`src/hdl/csv_byte_stream_parser_assert.svh`:
```
// Assertion macros for the CSV byte stream parser, clocked on clk, disabled in rst.
`ifndef CSV_BYTE_STREAM_PARSER_ASSERT_SVH
`define CSV_BYTE_STREAM_PARSER_ASSERT_SVH

// Same-cycle implication.
`define CSVP_ASSERT_IMP(label, ante, cons, msg) \
  label: assert property (@(posedge clk) disable iff (rst) (ante) |-> (cons)) \
    else $error(msg);

// Next-cycle implication.
`define CSVP_ASSERT_NXT(label, ante, cons, msg) \
  label: assert property (@(posedge clk) disable iff (rst) (ante) |=> (cons)) \
    else $error(msg);

`endif

```
`src/hdl/csvp_pkg.sv`:
```
// Package: types, character codes and limits for the CSV byte stream parser.
`default_nettype none
package csvp_pkg;

  localparam int unsigned FIELD_CAPACITY  = 1024;
  localparam int unsigned COLUMN_CAPACITY = 26;
  localparam int unsigned ROW_CAPACITY    = 16384;

  localparam logic [7:0] CH_QUOTE = 8'h22;
  localparam logic [7:0] CH_COMMA = 8'h2C;
  localparam logic [7:0] CH_LF    = 8'h0A;
  localparam logic [7:0] CH_CR    = 8'h0D;

  localparam logic [9:0]  CHARS_MAX = 10'd1023;
  localparam logic [5:0]  COL_MAX   = 6'd63;
  localparam logic [13:0] ROW_MAX   = 14'd16383;

  // Capacity-derived caps on the configured limits.
  localparam logic [9:0]  LEN_CAP = 10'(FIELD_CAPACITY - 1);
  localparam logic [4:0]  COL_CAP = 5'(COLUMN_CAPACITY);
  localparam logic [13:0] ROW_CAP =
    (ROW_CAPACITY < 16383) ? 14'(ROW_CAPACITY) : 14'd16383;

  typedef enum logic [1:0] {
    EV_CHAR      = 2'd0,
    EV_FIELD_END = 2'd1,
    EV_ROW_END   = 2'd2,
    EV_UNTERM    = 2'd3
  } csvp_event_t;

  typedef enum logic [1:0] {
    CFG_MAX_COLUMNS     = 2'd0,
    CFG_MAX_FIELD_CHARS = 2'd1,
    CFG_MAX_ROWS        = 2'd2
  } csvp_cfg_idx_t;

  localparam logic [4:0]  MAX_COLUMNS_RST     = 5'd26;
  localparam logic [9:0]  MAX_FIELD_CHARS_RST = 10'd1023;
  localparam logic [14:0] MAX_ROWS_RST        = 15'd10000;

  typedef struct packed {
    logic        kind;
    logic [7:0]  data_byte;
  } csvp_in_t;

  typedef struct packed {
    csvp_event_t event_res;
    logic [7:0]  char_out;
    logic [5:0]  column;
    logic [13:0] row;
    logic [9:0]  field_length;
    logic        kept;
    logic [5:0]  widest_row;
  } csvp_out_t;

  typedef struct packed {
    logic [4:0]  max_columns;
    logic [9:0]  max_field_chars;
    logic [14:0] max_rows;
  } csvp_cfg_t;

  typedef struct packed {
    logic        inside_quotes;
    logic        quote_pending;
    logic        after_carriage_return;
    logic [9:0]  chars_in_field;
    logic [5:0]  column_count;
    logic [13:0] row_count;
    logic [5:0]  widest_seen;
  } csvp_state_t;

endpackage
`default_nettype wire

```
`src/hdl/csvp_step.sv`:
```
// Combinational step: parser state and one input byte to next state and result.
`default_nettype none
module csvp_step (
  input  csvp_pkg::csvp_cfg_t   cfg,
  input  csvp_pkg::csvp_state_t st,
  input  csvp_pkg::csvp_in_t    item,
  output csvp_pkg::csvp_state_t st_next,
  output logic                  fire,
  output csvp_pkg::csvp_out_t   result
);

  logic [9:0]  len_lim;
  logic [4:0]  col_lim;
  logic [13:0] row_lim;
  logic        col_ok;
  logic        row_ok;
  logic [9:0]  len_cur;
  logic [9:0]  chars_inc;
  logic [5:0]  col_inc;
  logic [13:0] row_inc;
  logic [5:0]  row_fields;
  logic [5:0]  widest_upd;
  logic [7:0]  b;
  logic        cont;
  logic        do_char;
  logic        do_field;
  logic        do_row;
  logic        do_unterm;
  logic [7:0]  char_val;

  always_comb begin
    len_lim = (cfg.max_field_chars < csvp_pkg::LEN_CAP) ? cfg.max_field_chars
                                                        : csvp_pkg::LEN_CAP;
    col_lim = (cfg.max_columns < csvp_pkg::COL_CAP) ? cfg.max_columns : csvp_pkg::COL_CAP;
    row_lim = (cfg.max_rows < {1'b0, csvp_pkg::ROW_CAP}) ? cfg.max_rows[13:0]
                                                         : csvp_pkg::ROW_CAP;
    col_ok  = st.column_count < {1'b0, col_lim};
    row_ok  = st.row_count < row_lim;
    len_cur = (st.chars_in_field < len_lim) ? st.chars_in_field : len_lim;
    chars_inc = (st.chars_in_field < csvp_pkg::CHARS_MAX) ? st.chars_in_field + 10'd1
                                                          : csvp_pkg::CHARS_MAX;
    col_inc = (st.column_count < csvp_pkg::COL_MAX) ? st.column_count + 6'd1
                                                    : csvp_pkg::COL_MAX;
    row_inc = (st.row_count < csvp_pkg::ROW_MAX) ? st.row_count + 14'd1
                                                 : csvp_pkg::ROW_MAX;
    row_fields = col_inc;
    widest_upd = (row_fields > st.widest_seen) ? row_fields : st.widest_seen;
  end

  // Decide the action for this byte.
  always_comb begin
    b         = item.data_byte;
    cont      = 1'b1;
    do_char   = 1'b0;
    do_field  = 1'b0;
    do_row    = 1'b0;
    do_unterm = 1'b0;
    char_val  = b;
    st_next   = st;
    if (item.kind) begin
      if (st.inside_quotes && !st.quote_pending) begin
        do_unterm = 1'b1;
      end else begin
        do_row = 1'b1;
      end
      st_next = '0;
    end else begin
      if (st.after_carriage_return) begin
        st_next.after_carriage_return = 1'b0;
        if (b == csvp_pkg::CH_LF) begin
          cont = 1'b0;
        end
      end
      if (cont && st.inside_quotes) begin
        if (st.quote_pending) begin
          st_next.quote_pending = 1'b0;
          if (b == csvp_pkg::CH_QUOTE) begin
            do_char = 1'b1;
            cont    = 1'b0;
          end else begin
            st_next.inside_quotes = 1'b0;
          end
        end else if (b == csvp_pkg::CH_QUOTE) begin
          st_next.quote_pending = 1'b1;
          cont                  = 1'b0;
        end else begin
          do_char = 1'b1;
          cont    = 1'b0;
        end
      end
      if (cont) begin
        if (b == csvp_pkg::CH_QUOTE && st.chars_in_field == 10'd0) begin
          st_next.inside_quotes = 1'b1;
        end else if (b == csvp_pkg::CH_COMMA) begin
          do_field = 1'b1;
        end else if (b == csvp_pkg::CH_CR || b == csvp_pkg::CH_LF) begin
          if (b == csvp_pkg::CH_CR) begin
            st_next.after_carriage_return = 1'b1;
          end
          do_row = 1'b1;
        end else begin
          do_char = 1'b1;
        end
      end
      // Counter updates; the end-of-data path already cleared everything.
      if (do_char) begin
        st_next.chars_in_field = chars_inc;
      end
      if (do_field) begin
        st_next.column_count   = col_inc;
        st_next.chars_in_field = 10'd0;
      end
      if (do_row) begin
        st_next.widest_seen    = widest_upd;
        st_next.row_count      = row_inc;
        st_next.column_count   = 6'd0;
        st_next.chars_in_field = 10'd0;
      end
    end
  end

  // Build the result item.
  always_comb begin
    fire                = do_char | do_field | do_row | do_unterm;
    result              = '0;
    result.row          = st.row_count;
    result.column       = st.column_count;
    result.field_length = len_cur;
    result.widest_row   = st.widest_seen;
    if (do_char) begin
      result.event_res    = csvp_pkg::EV_CHAR;
      result.char_out     = char_val;
      result.field_length = (chars_inc < len_lim) ? chars_inc : len_lim;
      result.kept         = col_ok && row_ok && (st.chars_in_field < len_lim);
    end else if (do_field) begin
      result.event_res = csvp_pkg::EV_FIELD_END;
      result.kept      = col_ok && row_ok;
    end else if (do_row) begin
      result.event_res  = csvp_pkg::EV_ROW_END;
      result.column     = row_fields;
      result.kept       = row_ok;
      result.widest_row = widest_upd;
    end else begin
      result.event_res = csvp_pkg::EV_UNTERM;
      result.kept      = 1'b0;
    end
  end

endmodule
`default_nettype wire

```
`src/hdl/csv_byte_stream_parser.sv`:
```
// Top level of the CSV byte stream parser: handshakes, registers, result register.
`default_nettype none
// Streaming CSV parser in the RFC 4180 manner. Each transfer on the input
// channel carries one byte (kind 0) or an end-of-data mark (kind 1); each
// transfer causes zero or one result: a field character, a field end on a
// comma, a row end on CR, LF or CRLF, or an unterminated-quote report when
// data ends inside an open quoted field. Every result carries its column,
// row, stored field length, a kept flag against the configured column, row
// and length limits, and the widest row finished so far. End of data acts
// as a final LF, unless it ends an open quoted field, and then returns the
// parser to its reset state; the limit registers keep their values. Rate:
// one input byte per clock while no result is stalled. Each byte passes
// through the step logic in the cycle it is taken and its result lands in
// the output register on that edge, so output valid rises in the cycle
// after the input transfer. The input stalls only while the output register
// holds a result that the consumer is stalling. Write the limit registers
// through the config channel (always ready) only while the parser is idle.
module csv_byte_stream_parser (
  input  logic                clk,
  input  logic                rst,
  // Input byte channel
  input  logic                in_valid,
  output logic                in_stall,
  input  csvp_pkg::csvp_in_t  in_data,
  // Result channel
  output logic                out_valid,
  input  logic                out_stall,
  output csvp_pkg::csvp_out_t out_data,
  // Config write channel
  input  logic                cfg_valid,
  output logic                cfg_ready,
  input  logic [1:0]          cfg_index,
  input  logic [14:0]         cfg_data
);

  csvp_pkg::csvp_cfg_t   cfg;
  csvp_pkg::csvp_state_t st;
  csvp_pkg::csvp_state_t st_next;
  csvp_pkg::csvp_out_t   result;
  logic                  fire;
  logic                  in_take;
  logic                  out_take;

  // Hold the input only while a finished result is stalled downstream.
  assign in_stall  = out_valid && out_stall;
  assign in_take   = in_valid && !in_stall;
  assign out_take  = out_valid && !out_stall;
  assign cfg_ready = 1'b1;

  // Limit registers; writes to an unused index are dropped.
  always_ff @(posedge clk) begin
    if (rst) begin
      cfg.max_columns     <= csvp_pkg::MAX_COLUMNS_RST;
      cfg.max_field_chars <= csvp_pkg::MAX_FIELD_CHARS_RST;
      cfg.max_rows        <= csvp_pkg::MAX_ROWS_RST;
    end else if (cfg_valid && cfg_ready) begin
      unique case (cfg_index)
        csvp_pkg::CFG_MAX_COLUMNS:     cfg.max_columns     <= cfg_data[4:0];
        csvp_pkg::CFG_MAX_FIELD_CHARS: cfg.max_field_chars <= cfg_data[9:0];
        csvp_pkg::CFG_MAX_ROWS:        cfg.max_rows        <= cfg_data;
        default: begin
        end
      endcase
    end
  end

  csvp_step u_step (
    .cfg     (cfg),
    .st      (st),
    .item    (in_data),
    .st_next (st_next),
    .fire    (fire),
    .result  (result)
  );

  // Advance the parser state on every accepted transfer.
  always_ff @(posedge clk) begin
    if (rst) begin
      st <= '0;
    end else if (in_take) begin
      st <= st_next;
    end
  end

  // Result register: load on a firing transfer, drop once taken.
  always_ff @(posedge clk) begin
    if (rst) begin
      out_valid <= 1'b0;
    end else if (in_take && fire) begin
      out_valid <= 1'b1;
    end else if (out_take) begin
      out_valid <= 1'b0;
    end
  end

  always_ff @(posedge clk) begin
    if (in_take && fire) begin
      out_data <= result;
    end
  end

`include "csv_byte_stream_parser_assert.svh"

  `CSVP_ASSERT_NXT(a_fire_loads_out, in_take && fire, out_valid, "firing transfer left no result")
  `CSVP_ASSERT_IMP(a_pending_quoted, st.quote_pending, st.inside_quotes, "stray pending quote")
  `CSVP_ASSERT_IMP(a_cr_unquoted, st.after_carriage_return, !st.inside_quotes, "CR flag in quotes")
  `CSVP_ASSERT_NXT(a_silent_no_load, in_take && !fire && !out_valid, !out_valid, "result appeared without cause")

endmodule
`default_nettype wire

```
`config.mk`:
```
export PLATFORM = sky130hd
export DESIGN_NAME = csv_byte_stream_parser
export DESIGN_NICKNAME = d
export VERILOG_FILES = /design/src/hdl/csvp_pkg.sv /design/src/hdl/csvp_step.sv /design/src/hdl/csv_byte_stream_parser.sv
export VERILOG_INCLUDE_DIRS = /design/src /design/src/hdl
export SDC_FILE = /design/constraint.sdc
export NUM_CORES = 1
export LEC_CHECK = 0
export BUFFER_PORTS_ARGS = -buffer_cell sky130_fd_sc_hd__buf_2
export CAP_MARGIN = 20
export CORE_ASPECT_RATIO = 1.1
export CORE_UTILIZATION = 45
export CTS_CLUSTER_SIZE = 10
export DETAILED_ROUTE_END_ITERATION = 7
export GPL_ROUTABILITY_DRIVEN = 0
export PLACE_DENSITY = 0.67
export SYNTH_ARGS = -nofsm -noshare
export SYNTH_HDL_FRONTEND = slang
export SYNTH_SLANG_ARGS = --single-unit
```
`constraint.sdc`:
```
create_clock -name clk -period 3.2 [get_ports clk]
set_input_delay 0.64 -clock clk [delete_from_list [all_inputs] [get_ports clk]]
set_output_delay 0.64 -clock clk [all_outputs]
set_load 0.02 [all_outputs]
```
Word level (Yosys, flattened, before mapping) --
Index checks and enable logic that the tools add are counted.
Word-level totals: register bits 117, input port bits 31, output and inout port bits 50, logic and storage cells 139
Cells by class: add/subtract/negate cells 3, magnitude comparators 11, eq/ne operators 6, mux-type cells 69, bitwise logic cells 3, reductions and logical operators 28
Operator list (count):
- 10-bit 2-to-1 mux | 6
- 1-bit 2-to-1 mux | 48
- 6-bit 2-to-1 mux | 8
- 39-bit 2-to-1 mux | 1
- 36-bit 2-to-1 mux | 1
- 14-bit 2-to-1 mux | 2
- 10-bit less-than comparator | 2
- 10-bit less-than comparator (second input constant) | 2
- 8-bit by 4-bit == test with 1-bit output (second input constant) | 2
- 8-bit by 6-bit == test with 1-bit output (second input constant) | 2
- 16-bit 2-to-1 mux | 1
- 15-bit by 14-bit less-than comparator with 1-bit output (second input constant) | 1
- 14-bit by 1-bit adder with 14-bit output (second input constant) | 1
- 14-bit less-than comparator | 1
- 14-bit less-than comparator (second input constant) | 1
- 2-bit AND reduction | 7
- 10-bit by 1-bit adder with 10-bit output (second input constant) | 1
- 10-bit logical NOT | 1
- 1-bit logical AND | 9
- 6-bit by 1-bit adder with 6-bit output (second input constant) | 1
- 6-bit > comparator | 1
- 6-bit by 5-bit less-than comparator with 1-bit output | 1
- 6-bit less-than comparator (second input constant) | 1
- 2-bit nonzero test | 3
- 12 further kinds | 16

Longest topological paths before layout --
Gate-level depths: netlist (run 1).
word-level depth 17, gate-level depth with buffers 13, gate-level depth less buffers 12

Cells and area by module --
Synthesis (run 1) repeated with hierarchy kept, for this count alone.
Second synthesis, totals: cell total of the unflattened synthesis 823, area, all modules 7582.3 um2
Modules (own cells, without submodules):
- csv_byte_stream_parser | instances 1, cells each 350, area an instance 4439.3 um2, seq. area each 2812.7 um2
- csvp_step | instances 1, cells each 473, area an instance 3143.0 um2, seq. area each 0.0 um2

Worst setup path before layout (run 1) --
Ideal clock, no wire load.
kind in2reg, start point input port in_data[4] in the netlist's numbering, end point register out_data[0] in the netlist's numbering (enable), setup time 405 ps, arrival 2888 ps, required time 2795 ps, path slack -94 ps, cell stages on the path 8, path buffers 0, cell sequence nor3_2 > and3_1 > ha_1 > nand2_1 > a41o_1 > o31ai_1 > nand2_1 > nand2_1
Between the ends: cells in the longest elaborated chain, start to end 16, elaborated cells between the ends (all ways) 39, those cells by class eq/ne (4); mux (28); bitwise (3); reduce/logical (4)
Ends and longest elaborated chain:
- start: declaration | line csv_byte_stream_parser.sv:24 | input csvp_pkg::csvp_in_t in_data,
- 8-bit by 4-bit == test with 1-bit output | line csvp_step.sv:70, csvp_step.sv:96
- 1-bit 2-to-1 mux | line csvp_step.sv:70 | if (b == csvp_pkg::CH_LF) begin
- 1-bit 2-to-1 mux | line csvp_step.sv:68 | if (st.after_carriage_return) begin
- 1-bit 2-to-1 mux | line csvp_step.sv:60 | if (item.kind) begin
- 1-bit logical AND | line csvp_step.sv:74 | if (cont && st.inside_quotes) begin
- 1-bit 2-to-1 mux | line csvp_step.sv:74
- 1-bit 2-to-1 mux | line csvp_step.sv:96 | end else if (b == csvp_pkg::CH_CR || b == csvp_pkg::CH_LF) begin
- 1-bit 2-to-1 mux | line csvp_step.sv:94 | end else if (b == csvp_pkg::CH_COMMA) begin
- 1-bit 2-to-1 mux | line csvp_step.sv:92 | if (b == csvp_pkg::CH_QUOTE && st.chars_in_field == 10'd0) begin
- 1-bit 2-to-1 mux | line csvp_step.sv:91 | if (cont) begin
- 1-bit 2-to-1 mux (2 in a row) | line csvp_step.sv:60
- 1-bit bitwise OR | line csvp_step.sv:124 | fire = do_char | do_field | do_row | do_unterm;
- 1-bit bitwise OR (*) (2 in a row) | line csvp_step.sv:124
- 1-bit logical AND (*) | line csv_byte_stream_parser.sv:97 | if (in_take && fire) begin
- end signal: assignment | line csv_byte_stream_parser.sv:98 | out_data <= result;
- end: declaration | line csv_byte_stream_parser.sv:28 | output csvp_pkg::csvp_out_t out_data,
Mark *: on every way between the ends. The rest lies on a longest branch, timed or not. The select of a mux whose other input is x is not followed. A chain may end at the register's enable or synchronous reset.

==> results.md, run 1 <==
- Outcome: completed
- CTS Buf Count: 17
- Clock share of power: 0.489
- Syn_nets: 750
- Commonest cells post-synth: 94 x nand2_1, 70 x dfxtp_1, 47 x edfxtp_1
- Cells after synthesis: 673
- Clock Sinks: 117
- Min Tclk post-route: 3.12 ns
- Reg power frac: 0.409
- Clk_skew: 0.00690 ns
- DPL Wire Length: ~12 mm
- Worst Setup End Kind: flip-flop
- CTS clk-pin slew, worst paths: 0.05 ns
- Top FF cell, synth: dfxtp_1
- Clk root buf: clkbuf_16
- Design Power: ~4000 uW
- Worst-Margin Slew: 1.04 ns
- Logic gate share of total power: 0.102
- Crit path cell chain: buf_4, nand2_1, nor2_4, nand3_1, mux2_2, ha_1, and4_4, nor4b_2, a221oi_2, nand2b_1, buf_4, or3_1, o221a_1
- Post-synth EDFFs: 47
- Slowest-stage cell, CP: dfxtp_1
- Setup Viol. Count Final: 0
- Routed wire length: 16.7 mm
- Crit Path Max Fanout: 11
- Pint: 3140 uW
- Filler instances: 1,207
- Most frequent cell after synthesis: nand2_1
- Setup ws final: 0.0778 ns
- First-pass GRT wire length: 26.7 mm
- Slew Limit Fails: 0
- Psw: 936 uW
- First-pass DRT Iterations: 5
- Die outline area: 0.0148 mm2
- Final core occ: 0.576
- Largest net degree at the start of global routing: 44
- Final Hold Slack: approximately 0.45 ns
- Seq/Total Area, Yosys: 0.438
- Warnings from Yosys: 0
- Maximum vdd drop: approximately 0.00027 V
- Critical path class: reg -> reg
- Max-cap viol count: 0
- Post-synth ARST share: 0
- Hold crit path type: in -> reg
- Mapped Area: around 0.0064 mm2
- Number of hold buffers added after CTS: 0
- Die W: 116 um
- Top cell by count, worst path: buf_4
- Iter 0 DRT Violations: 261
- Site Rows: between 40 and 50
- Hold Vio Cnt, Final: 0
- Total gr overflow: 0
- Post-DR wirelength/cell: 16.9 um
- Core box area: 0.0139 mm2
- Area Overhead vs Synth: 24.2%
- Worst path buffer plus inverter count: 2
- Longest Clk Path Bufs: 2
- Starting Density: 0.464
- DRC violations left: 0
- Critical path arrival: 3.29 ns
- I/O Buffers: 79
- Via density: ~5.7
- Yosys cell types: 74
- Skew-Pair Late Insertion Delay: about 0.42 ns
- CTS H-tree depth: 4
- GRT Overall Usage: 0.236
- Crit share post-route: 0.976
- Top cell family by delay on the critical path: simple AND/OR/NAND/NOR gates
- Vias in the first global route: roughly 5,500
- Largest cells by area after synthesis: edfxtp_1 22%, dfxtp_1 22%, ha_1 9.0%
- PwrDens: 510 mW/mm2
- ANT nets after route: 0
- Switching share of power: 0.230
- Synth Register Bits: 117
- Layout Nets: 861
- Leakage power: 0.00349 uW
- Yosys top cell by area: edfxtp_1
- Chip Height: roughly 130 um
- Worst setup SP type: flip-flop
- Share of the synthesized area in the top cell type: 0.220
- Clock tree from TritonCTS: yes
- Vias: 5,616
- Max Fclk: 320 MHz
- Pre-CTS setup slack: -0.216 ns
- Slew headroom: 0.306
- Initial antenna violation count: 1
- Largest stage delay, worst path: about 0.37 ns
- Worst path required time: 3.37 ns
- Layout cell share with drive strength beyond 1: 0.251
- Mean Syn Cell Area: 9.55 um2
- IO Count: 81
## worst min-delay path, delay by kind of cell
kind	cells	cell delay, ns
simple gates	2	0.11
buf+inv	1	0.08
## final timing paths
kind / cells after the start / start / slack (ns) / end
worst max-delay path: 13 / st[31]$_SDFFE_PP0P_ / 0.08 / out_data[11]$_DFFE_PP_
worst min-delay path: 3 / cfg_data[13] / 0.45 / cfg[13]$_SDFFE_PP1P_
worst max register to register: 13 / st[31]$_SDFFE_PP0P_ / 0.08 / out_data[11]$_DFFE_PP_
worst min register to register: 2 / cfg[0]$_SDFFE_PP0P_ / 0.48 / cfg[0]$_SDFFE_PP0P_
## through the flow
step	TNS [ns]	cells	instance area, um2
after CTS	0	984	7900
after floorplan	0	673	6430
final	0	986	7980
after global placement	-0.293	949	7220
after detailed placement	-1.87	949	7220
after global routing	-0.281	985	7980
## registers in the layout, summed over array words and instances, names as in the netlist
signal	count
out_valid	1
out_data	47
st	39
cfg	30
## timing repair
action | 4_1_cts | 5_1_grt
pin swaps | 2 | 3
hold endpoints to repair | 0 | 0
gates resized for setup | 10 | 14
endpoints found under the setup margin | 10 | 10
setup buffers | 3 | 1
## logic make-up after synthesis
group / share of synthesized area
XOR/XNOR: 0.00545
buffers and inverters: 0.0399
AO/OA/AOI/OAI: 0.180
other: 0.000584
multiplexers: 0.0323
AND/OR/NAND/NOR: 0.215
adder cells (fa/ha/maj): 0.0896
flip-flops: 0.438
## power by group through the flow
stage	sequential, uW	clock, uW	combinational (uW)
detailed placement	1690	0	405
floorplan	1750	0	194
global route	1670	2090	452
finish	1660	1990	414
global placement	1690	0	394
CTS	1660	2020	411
## routing by layer
layer	track usage	routed length [um]
met5	0	0
met1	0.284	7140
met3	0.0498	1050
met4	0.121	451
met2	0.394	8040
## final cells by class
type / count / area [um2] / area share
sequential: 117 / 2820 / 0.353
multi-input combinational: 497 / 3450 / 0.433
tap: 188 / 235 / 0.0295
inverter: 32 / 120 / 0.0151
antenna: 1 / 2.50 / 0.000314
clock buffer: 21 / 470 / 0.0590
timing repair buffer: 119 / 721 / 0.0903
clock inverter: 11 / 155 / 0.0194
## layout by cell type (no fill, tap or decap), drive strengths merged, types with 7 or more instances in the layout
cell type	netlist	final
buf	11	119
nand2	94	94
dfxtp	70	70
edfxtp	47	47
ha	46	46
a21oi	45	45
nor2	44	44
o21ai	33	33
inv	32	32
nand3	23	23
clkbuf	16	21
nand3b	19	19
o221a	17	17
or3	15	15
mux2	14	14
nand2b	10	10
a22o	10	10
a31oi	9	9
and2	9	9
and3	8	8
nor3	7	7
Note: power is estimated with default switching activity, not from simulation.
==> run 2, diff against run 1 <==
ABC_AREA = 1   (was not set)
==> run 2 against run 1 <==
Compared with the run above: global-route usage is 0.59 points lower; final cell count is 21% higher; critical path depth is 4 higher; first-iteration DRC count is 97% higher; largest cell class unchanged; power is 4.1% higher; clock power is 3% higher; sequential share of layout area is 0.64 points lower; critical endpoint is now out_data[3]$_DFFE_PP_; sequential cell count stayed put.
==> results.md, run 2 <==
- Outcome: completed (unchanged)
- Number of hold buffers added after CTS: 0 (unchanged)
- Die outline area: 0.0159 mm2 (was 0.0148 mm2)
- First-pass GRT wire length: 28.5 mm (was 26.7 mm)
- DPL Wire Length: 12.5 mm (was 12.0 mm)
- Slew headroom: 0.309 (was 0.306)
- Commonest non-fill, non-tap cells in the layout: 236 x nand2_1, 97 x nor2_1, 79 x buf_2 (was 93 x nand2_1, 79 x buf_2, 66 x dfxtp_1)
- Critical path arrival: 3.07 ns (was 3.29 ns)
- Filler instances: 1,474 (was 1,207)
- Commonest cells post-synth: 236 x nand2_1, 98 x nor2_1, 70 x dfxtp_1 (was 94 x nand2_1, 70 x dfxtp_1, 47 x edfxtp_1)
- Die W: 120 um (was 116 um)
- Worst Hold Launch: cfg_data[13] (unchanged)
- Seq/Total Area, Yosys: 0.407 (was 0.438)
- Reg2Reg Setup Slack: 0.31 ns (was 0.08 ns)
- Reg2reg end: out_data[3]$_DFFE_PP_ (was out_data[11]$_DFFE_PP_)
- # diodes: 0 (was 1)
- Post-synth EDFFs: 47 (unchanged)
- Initial antenna violation count: 0 (was 1)
- Cells after synthesis: 900 (was 673)
- Warnings from Yosys: 0 (unchanged)
- Slew Limit Fails: 0 (unchanged)
- Area Overhead vs Synth: 17.3% (was 24.2%)
- Most frequent cell after synthesis: nand2_1 (unchanged)
- Synth Register Bits: 117 (unchanged)
- Largest cells by area after synthesis: edfxtp_1 20%, dfxtp_1 20%, nand2_1 13% (was edfxtp_1 22%, dfxtp_1 22%, ha_1 9.0%)
- CTS Buf Count: 17 (unchanged)
- Reg area: 0.00281 mm2 (was 0.00282 mm2)
- Worst-Margin Slew: 1.04 ns (about the same)
- Setup TNS: 0 ns (unchanged)
- Max-cap viol count: 0 (unchanged)
- First-pass DRT Iterations: 5 (unchanged)
- Vias in the first global route: 5,704 (was 5,498)
- CTS clk-pin slew, worst paths: 0.06 ns (was 0.05 ns)
- Hold crit path type: in -> reg (unchanged)
- Max Fclk: 346 MHz (was 320 MHz)
- Most common cell after layout, fill and taps aside: nand2_1 (unchanged)
- Min Tclk post-route: 2.89 ns (was 3.12 ns)
- Hold Crit Depth: 3 (unchanged)
- Post-synth ARST share: 0 (unchanged)
- Non-Filler Instances: 1,189 (was 986)
- Site Rows: 47 (was 45)
- Clk root buf: clkbuf_16 (unchanged)
- GRT Overall Usage: 0.230 (was 0.236)
- CTS H-tree depth: 4 (unchanged)
- Crit. Startpoint: st[21]$_SDFFE_PP0P_ (was st[31]$_SDFFE_PP0P_)
- Leakage power: 0.00379 uW (was 0.00349 uW)
- Clock Sinks: 117 (unchanged)
- Share of the synthesized area in the top cell type: 0.204 (was 0.220)
- Post-DR wirelength/cell: 14.7 um (was 16.9 um)
- Max reg flops: 47 (unchanged)
- Worst Setup End Kind: flip-flop (unchanged)
- I/O Buffers: 79 (unchanged)
- Crit Path Max Fanout: 12 (was 11)
- Layout Nets: 1,057 (was 861)
- Skew-Pair Late Insertion Delay: 0.42 ns (about the same)
- Mapped Area: 0.00691 mm2 (was 0.00643 mm2)
- Core box area: 0.0151 mm2 (was 0.0139 mm2)
- Largest Register: out_data (unchanged)
- IO Count: 81 (unchanged)
- Clk_skew: 0.00715 ns (was 0.00690 ns)
- Worst setup SP type: flip-flop (unchanged)
- Placed Cells: 1,157 (was 949)
- Clock tree from TritonCTS: yes (unchanged)
- Largest net degree at the start of global routing: 40 (was 44)
- Hold EP: cfg[13]$_SDFFE_PP1P_ (unchanged)
- Routed wire length: 17.4 mm (was 16.7 mm)
- Starting Density: 0.459 (was 0.464)
- Layout cell share with drive strength beyond 1: 0.183 (was 0.251)
- Vias: 6,122 (was 5,616)
- Footprint of the multi-input gates: 0.00360 mm2 (was 0.00345 mm2)
- Biggest regs: out_data: 47 flops, st: 39 flops, cfg: 30 flops (unchanged)
- Yosys cell types: 42 (was 74)
- Via density: 5.15 (was 5.70)
- Crit share post-route: 0.904 (was 0.976)
- DRC violations left: 0 (unchanged)
- Maximum vdd drop: 0.000342 V (was 0.000268 V)
- Reg2reg start: st[21]$_SDFFE_PP0P_ (was st[31]$_SDFFE_PP0P_)
- Syn_nets: 977 (was 750)
- RSZ-0062 raised after global routing: no
- Mean Syn Cell Area: 7.68 um2 (was 9.55 um2)
- Critical path class: reg -> reg (unchanged)
- ANT nets after route: 0 (unchanged)
- Setup Viol. Count Final: 0 (unchanged)
- Top FF cell, synth: dfxtp_1 (unchanged)
- Iter 0 DRT Violations: 514 (was 261)
- PwrDens: 523 mW/mm2 (was 510 mW/mm2)
- Longest Clk Path Bufs: 2 (unchanged)
- Hold Vio Cnt, Final: 0 (unchanged)
- Worst path required time: 3.38 ns (was 3.37 ns)
- R2R depth: 17 (was 13)
- Yosys top cell by area: edfxtp_1 (unchanged)
- Chip Height: 132 um (was 127 um)
- Total gr overflow: 0 (unchanged)
==> run 2: changes by cell type in the layout (fill, tap and decap cells not counted), moves of 14 or more <==
cell and delta:
buf_4 -25, inv_1 +36, inv_2 +15, mux2_2 -14, nand2_1 +143, nand3_1 +31
nor2_1 +54, nor2_2 +14, o211ai_1 +22, o21ai_0 +19, o21ai_1 +21
==> run 2: area by class of cell <==
class,count,area share
Multi-Input combinational cell,668,0.444
Sequential cell,117,0.347
Timing Repair Buffer,93,0.0633
Clock buffer,21,0.0543
Inverter,83,0.0384
Tap cell,196,0.0303
Clock inverter,11,0.0227
==> run 2: routing by layer <==
metal,part of all wire,up-vias,global-route usage,wire (um)
li1,-,3153,-,-
met1,0.47,2770,0.303,8190
met2,0.46,160,0.366,8100
met3,0.043,39,0.0510,750
met4,0.022,0,0.0854,392
met5,0,-,0,0
==> run 2: repair_timing <==
item                                    4_1_cts  5_1_grt
setup buffers                                 0        0
endpoints found under the setup margin        0        1
resized for setup                             0        1
==> run 2: cells by family (layout without fill, tap and decap cells) <==
| family | count (synthesis) | count (layout) | share of synthesized area |
|---|---|---|---|
| flip-flops | 117 | 117 | 0.407 |
| AO/OA/AOI/OAI | 147 | 147 | 0.120 |
| adder cells (fa/ha/maj) | 46 | 46 | 0.0833 |
| XOR/XNOR | 10 | 10 | 0.0127 |
| other | 1 | 1 | 0.000543 |
| AND/OR/NAND/NOR | 464 | 464 | 0.304 |
| buffers and inverters | 115 | 208 | 0.0724 |
==> run 2: how the worst max path moves through the flow <==
stage | endpoint | slack [ns] | cells after the start
2_1_floorplan | out_data[3]$_DFFE_PP_ | 0.68 | 17
3_3_place_gp | out_data[5]$_DFFE_PP_ | 0.45 | 17
3_5_place_dp | out_data[5]$_DFFE_PP_ | 0.36 | 17
4_1_cts | out_data[3]$_DFFE_PP_ | 0.33 | 17
5_1_grt | out_data[5]$_DFFE_PP_ | 0.01 | 17
6_report | out_data[3]$_DFFE_PP_ | 0.31 | 17
==> run 2: through the flow <==
step | hold slack [ns] | total power (uW) | utilization | cell area, um2 | setup slack (ns)
after floorplan | 0.435 | 2060 | - | 6910 | 0.675
after global placement | 0.477 | 2220 | 0.497 | 7480 | 0.452
after detailed placement | 0.480 | 2220 | 0.497 | 7480 | 0.358
after CTS | 0.452 | 4270 | 0.538 | 8100 | 0.330
after global routing | 0.470 | 4390 | 0.538 | 8110 | 0.00961
final | 0.462 | 4240 | 0.538 | 8110 | 0.307
==> run 2: critical path, cell delays in order, from the launching register on <==
cell	delay [ns]
dfxtp_1	0.36
ha_1	0.23
nand2_1	0.14
nor3_2	0.08
nor3_1	0.38
inv_1	0.09
ha_1	0.30
nand2_1	0.05
nor2_1	0.12
o21ai_0	0.11
nand3_1	0.07
nand2_1	0.20
nand2_1	0.11
o21ai_0	0.11
nand2_1	0.10
o21ai_1	0.07
nand2_1	0.06
nand2_1	0.05
==> run 2: power by group <==
| group | switching [uW] | internal, uW | leakage, uW |
|---|---|---|---|
| sequential | 45.2 | 1650 | 0.00106 |
| clock | 671 | 1370 | 0.000298 |
| combinational | 344 | 161 | 0.00243 |
